<file path="config.mk">
export PLATFORM = sky130hd
export DESIGN_NAME = tew_queue
export DESIGN_NICKNAME = d
export VERILOG_FILES = /design/src/hdl/tew_pkg.sv /design/src/hdl/tew_queue.sv
export SDC_FILE = /design/constraint.sdc
export NUM_CORES = 1
export LEC_CHECK = 0
export ABC_CLOCK_PERIOD_IN_PS = 4500
export BUFFER_PORTS_ARGS = -buffer_cell sky130_fd_sc_hd__buf_2
export CORE_MARGIN = 2
export CORE_UTILIZATION = 50
export CTS_CLUSTER_SIZE = 40
export DETAILED_ROUTE_END_ITERATION = 6
export HOLD_SLACK_MARGIN = 0.08
export MAX_ROUTING_LAYER = met4
export PLACE_DENSITY = 0.74
export SYNTH_ARGS = -nofsm -noshare
export SYNTH_HDL_FRONTEND = slang
export SYNTH_SLANG_ARGS = --single-unit
</file>
<file path="constraint.sdc">
create_clock -name clk -period 4.5 [get_ports clk]
set_input_delay 0.225 -clock clk [delete_from_list [all_inputs] [get_ports clk]]
set_output_delay 0.225 -clock clk [all_outputs]
set_load 0.1 [all_outputs]
</file>
<file path="src/hdl/tew_pkg.sv">
// shared types, constants and the fixed weight table codes
`default_nettype none
package tew_pkg;

  localparam int REG_BITS        = 20;
  localparam int STRESS_BITS_DEF = 24;
  localparam int WEIGHT_FRAC_DEF = 16;
  localparam int LANES           = 3;
  localparam int QUEUE_DEPTH     = 2;

  localparam logic [REG_BITS-1:0] TENSILE_RESET     = REG_BITS'(3000);
  localparam logic [REG_BITS-1:0] COMPRESSIVE_RESET = REG_BITS'(30000);
  localparam logic [REG_BITS-1:0] LIMIT_RESET       = REG_BITS'(10000);

  typedef enum logic [1:0] {
    REG_TENSILE     = 2'd0,
    REG_COMPRESSIVE = 2'd1,
    REG_LIMIT       = 2'd2
  } reg_index_t;

  typedef enum logic [1:0] {
    BAND_TENSILE = 2'd0,
    BAND_MID     = 2'd1,
    BAND_FAR     = 2'd2
  } band_t;

  typedef enum logic [1:0] {
    WC_ZERO  = 2'd0,
    WC_THIRD = 2'd1,
    WC_HALF  = 2'd2,
    WC_ONE   = 2'd3
  } wcode_t;

  typedef struct packed {
    logic [REG_BITS-1:0] tensile;
    logic [REG_BITS-1:0] compressive;
    logic [REG_BITS-1:0] limit;
  } cfg_t;

  typedef struct packed {
    logic  err;
    band_t band_low;
    band_t band_mid;
    band_t band_high;
  } item_ctrl_t;

  // indexed {m node, l node, k node}
  localparam wcode_t WEIGHT_CODES [64] = '{
    WC_THIRD, WC_THIRD, WC_ZERO,  WC_ZERO,  WC_THIRD, WC_THIRD, WC_ZERO, WC_ZERO,
    WC_HALF,  WC_HALF,  WC_ZERO,  WC_ZERO,  WC_HALF,  WC_HALF,  WC_ZERO, WC_ZERO,
    WC_THIRD, WC_THIRD, WC_ZERO,  WC_ZERO,  WC_THIRD, WC_THIRD, WC_ZERO, WC_ZERO,
    WC_HALF,  WC_HALF,  WC_ZERO,  WC_ZERO,  WC_HALF,  WC_HALF,  WC_ZERO, WC_ZERO,
    WC_HALF,  WC_HALF,  WC_ZERO,  WC_ZERO,  WC_HALF,  WC_HALF,  WC_ZERO, WC_ZERO,
    WC_ONE,   WC_ONE,   WC_THIRD, WC_ZERO,  WC_ONE,   WC_ONE,   WC_HALF, WC_ZERO,
    WC_HALF,  WC_HALF,  WC_ZERO,  WC_ZERO,  WC_HALF,  WC_HALF,  WC_ZERO, WC_ZERO,
    WC_ONE,   WC_ONE,   WC_HALF,  WC_ZERO,  WC_ONE,   WC_ONE,   WC_ONE,  WC_THIRD
  };

endpackage
`default_nettype wire

</file>
<file path="src/hdl/tew_queue.sv">
// small fifo between front end and blend pipeline
`default_nettype none
module tew_queue #(
  parameter int DATA_BITS = 8
) (
  input  wire logic                 clk,
  input  wire logic                 rst,
  input  wire logic                 push,
  input  wire logic [DATA_BITS-1:0] push_data,
  input  wire logic                 pop,
  output logic                      full,
  output logic                      pop_valid,
  output logic [DATA_BITS-1:0]      pop_data
);
  import tew_pkg::*;

  localparam int PW = $clog2(QUEUE_DEPTH);
  localparam int CW = $clog2(QUEUE_DEPTH + 1);

  logic [DATA_BITS-1:0] mem [QUEUE_DEPTH];
  logic [PW-1:0]        wr_ptr, rd_ptr;
  logic [CW-1:0]        count;
  logic                 do_push, do_pop;

  assign pop_valid = (count != '0);
  assign full      = (count == CW'(QUEUE_DEPTH));
  assign do_pop    = pop && pop_valid;
  assign do_push   = push && (!full || do_pop);
  assign pop_data  = mem[rd_ptr];

  always_ff @(posedge clk) begin
    if (rst) begin
      wr_ptr <= '0;
      rd_ptr <= '0;
      count  <= '0;
    end else begin
      if (do_push) wr_ptr <= wr_ptr + PW'(1);
      if (do_pop)  rd_ptr <= rd_ptr + PW'(1);
      if (do_push && !do_pop) count <= count + CW'(1);
      else if (do_pop && !do_push) count <= count - CW'(1);
    end
  end

  always_ff @(posedge clk) begin
    if (do_push) mem[wr_ptr] <= push_data;
  end

endmodule
`default_nettype wire

</file>
### After elaboration in Yosys (flattened, before gate mapping)

Memory sizes are Yosys's and may differ from the RTL's. A register that Yosys moved wholly into a read port is not among the register bits.
Cells that the tools add are included.

| operators by class | value |
|---|---|
| reduce and logical (&&, ||, !) cells | 10 |
| equal/unequal tests | 1 |
| add/subtract/negate cells | 4 |
| mux-type cells | 6 |

Operator list:

| cell | count |
|---|---|
| logical AND 1 bit | 4 |
| two-way mux 1 bit | 4 |
| two-way mux 2 bit | 2 |
| nonzero test 2 bit | 2 |
| zero test 1 bit | 3 |
| adder 1 bit (second input constant) | 2 |
| adder 2 x 1 -> 2 bit (second input constant) | 1 |
| == test 2 bit (second input constant) | 1 |
| subtractor 2 x 1 -> 2 bit (second input constant) | 1 |
| logical OR 1 bit | 1 |

| storage, ports and cells | value |
|---|---|
| RAM bits | 16 |
| memories kept | 1 |
| register bits after elaboration | 4 |

Memory list:

| name | words | bits a word | rd ports | clocked after Yosys merged registers in | write ports | line | text |
|---|---|---|---|---|---|---|---|
| mem | 2 | 8 | 1 | 1 | 1 | tew_queue.sv:20 | `logic [DATA_BITS-1:0] mem [QUEUE_DEPTH];` |

### Depth between registers and ports, before layout

| depth | value |
|---|---|
| word-level depth | 8 |
| depth in mapped cells | 6 |

### Least setup slack after synthesis

Ideal clock, no wire load.

| timing | value |
|---|---|
| path type | register to register |
| from | register count[1] |
| to | register count[1] |
| cell stages (with the launch flop) | 6 |
| buffers on the path | 0 |
| period minus slack after synthesis | 2.286 ns |
| library setup time | 0.070 ns |
| arrival time | 2.216 ns |
| required time | 4.430 ns |
| path slack | 2.214 ns |
| cells stage by stage | dfxtp_1 > nor2b_2 > a21boi_2 > ha_1 > or3_1 > a21oi_1 |

| between the ends | value |
|---|---|
| longest elaborated chain between the ends | 7 |

Ends and longest elaborated chain:

| item | line | text |
|---|---|---|
| start: declaration | tew_queue.sv:22 | `logic [CW-1:0] count;` |
| start signal: assignment | tew_queue.sv:39 | `if (do_push && !do_pop) count <= count + CW'(1);` |
| start signal: assignment | tew_queue.sv:40 | `else if (do_pop && !do_push) count <= count - CW'(1);` |
| == test 2 bit * | tew_queue.sv:26 | `assign full = (count == CW'(QUEUE_DEPTH));` |
| via full | tew_queue.sv:11 | `output logic full,` |
| zero test 1 bit * | tew_queue.sv:28 | `assign do_push = push && (!full \|\| do_pop);` |
| logical OR 1 bit * | tew_queue.sv:28 |  |
| logical AND 1 bit * | tew_queue.sv:28 |  |
| zero test 1 bit | tew_queue.sv:40 |  |
| logical AND 1 bit | tew_queue.sv:40 |  |
| nonzero test 2 bit (no source line) | - |  |

The timed path passes the listed nets; every way through them passes the cells marked *. The select of a mux whose other input is x is not followed.
A chain may end at the register's enable or synchronous reset.

==> metrics.txt <==
relative slew slack=54.35%; initial antenna violation count=0; die height=44.27 um; hold endpoint=mem[0][2]$_DFFE_PP_; Setup crit end kind=output port; Core ar.=1506 um^2; Port-buffer cells=21; share of cells above drive strength 1=45.95%; residual DRC count=0; CTS tree=yes; First-pass DRT Iterations=3; commonest non-fill, non-tap cell in the layout=buf_2; GR Overflow Total=0; routed wire length=1286 um; critical path depth in cells=2; Max Cap Viol=0; vias in the first global route=433; synthesized area=810.8 um^2; Crit path required time=4.28 ns; Num CTS Buffers=3; Cell Count, Final, Fillers Out=90; CP cell instances=mux2_2, buf_2; setup bufs post-CTS=0; register area share after synthesis=71.60%; Post-Syn Instances=50; arrival time at the worst endpoint=1.52 ns; Final min period=1.741 ns; FF+latch count, synth=21; Routability Congestion=0.8026; Detail Route Antenna Nets=0; post-CTS sizing=0; post-synth net total=63; final count of hold timing violations=0; Worst Path Buf+Inv=1; most frequent cells in the layout=buf_2, edfxtp_1, mux2_2, dfxtp_1, nor2_1; clk buf depth=2; largest net degree at the start of global routing=12; worst min-delay path category=in -> reg; Wirelength per Cell=14.29 um; Detailed Route Iter0 Violations=9; initial core utilization=53.82%; actual slew at the worst max-slew pin=0.6833 ns; endpoints failing setup=0; vias post-DR=452; # IOs=22; Total Routing Usage GR=15.08%; hold_sp=push_data[2]; clk_skew=0.004543 ns; RSZ-0062 raised after global routing=no; die area=1960 um^2; CTS sink cnt=21; setup slack, reg-to-reg=2.79 ns; Die W=44.27 um; fill count=121; Max Freq=574.3 MHz; # H-tree levels=1; Skew-Pair Late Insertion Delay=0.30 ns; via density per instance=5.022; Post-Place Cells=86; Crit Path Class=reg -> out; post-route cell area=957.2 um^2; worst hold slack=0.09857 ns; cell family with most CP delay=flip-flops; global-route wire length before repair=1876 um; run status=completed; cts hold-fix bufs=0; clk slew on worst S/H paths=0.11 ns; Antenna Cells=0; type of origin of the critical path=flip-flop; clock root cell=clkbuf_4; Reg-to-Reg End=mem[0][4]$_DFFE_PP_; Post-Place Cell Area=930.9 um^2; max incr delay on CP=0.54 ns; Yosys warning total=0; Final TNS setup=0 ns; Area Growth Syn to Fin=18.06%; Syn Area/Cell=16.22 um^2; r2r worst-path depth=3; worst-path fanout max=8; Layout Nets=88; Slowest-stage cell, CP=dfxtp_1; reg2reg start=count[0]$_SDFFE_PP0P_; WHS Path Cells=1; Post-DP HPWL=949.9 um; row cnt=14; Synth cell types=18; Max Slew Vio Count=0; period utilization=38.69%
## per-stage QoR
step	util [%]	setup slack, ns
5_1_grt	63.54	2.654
3_3_place_gp	61.79	2.892
3_5_place_dp	61.79	2.784
2_1_floorplan	-	2.214
4_1_cts	63.54	2.730
6_report	63.54	2.759
## flip-flops by register name, summed over array words and instances (netlist names), named ones only
signal / flops
mem: 16
count: 2
rd_ptr: 1
wr_ptr: 1
## synth_stat cells
library cell | number | share of area [%]
or3_1 | 1 | 0.77
a21oi_1 | 1 | 0.62
inv_1 | 1 | 0.46
ha_1 | 1 | 1.5
or2_1 | 1 | 0.77
a21boi_2 | 1 | 1.4
o21ai_1 | 1 | 0.62
o21ai_0 | 1 | 0.62
xor2_1 | 3 | 3.2
nor2b_2 | 1 | 1.1
and2_1 | 1 | 0.77
nor2_1 | 4 | 1.9
mux2_2 | 8 | 11
mux2_1 | 1 | 1.4
nor2b_1 | 2 | 1.5
dfxtp_1 | 5 | 12
edfxtp_1 | 16 | 59
buf_2 | 1 | 0.62
## how the worst max path moves through the flow
stage                                      from               endpoint  slack (ns)
final                                 flip-flop            pop_data[1]        2.76
after global routing      count[0]$_SDFFE_PP0P_    mem[0][6]$_DFFE_PP_        2.65
after CTS                             flip-flop            pop_data[1]        2.73
after detailed placement  count[0]$_SDFFE_PP0P_    mem[0][0]$_DFFE_PP_        2.78
after global placement    count[1]$_SDFFE_PP0P_    mem[0][2]$_DFFE_PP_        2.89
after floorplan           count[1]$_SDFFE_PP0P_  count[1]$_SDFFE_PP0P_        2.21
## routing by layer
metal | global-route usage [%] | wire, um | vias up
met1 | 15.38 | 512 | 201
met2 | 25.59 | 673 | 17
met3 | 2.857 | 67 | 4
li1 | - | - | 230
met5 | - | 0 | -
met4 | 10.91 | 33 | 0
## worst reg2reg max path: cells and delay by family (launching register included)
| family | cells | cell delay, ns |
|---|---|---|
| simple gates | 2 | 0.68 |
| compound gates | 1 | 0.20 |
| flops | 1 | 0.46 |
## area by class of cell
class                      instances  area [um^2]  area share, %
clock buffer                       4        26.28          2.745
inverter                           1        3.754         0.3922
multi-input combinational         27        221.5          23.14
sequential                        21        580.6          60.65
timing repair buffer              21        105.1          10.98
tap                               16        20.02          2.092
## kinds of logic after synthesis
| kind of cell | share of synthesized area, % |
|---|---|
| AOI/OAI and AO/OA | 3.239 |
| buffers and inverters | 1.079 |
| adders and majority gates | 1.543 |
| DFF | 71.61 |
| and+or+nand+nor | 6.791 |
| xor gates and xnor gates | 3.241 |
| muxes | 12.50 |
Power is not shown: default switching activity piles up to over one toggle a cycle in this logic, so the estimate is an artifact.
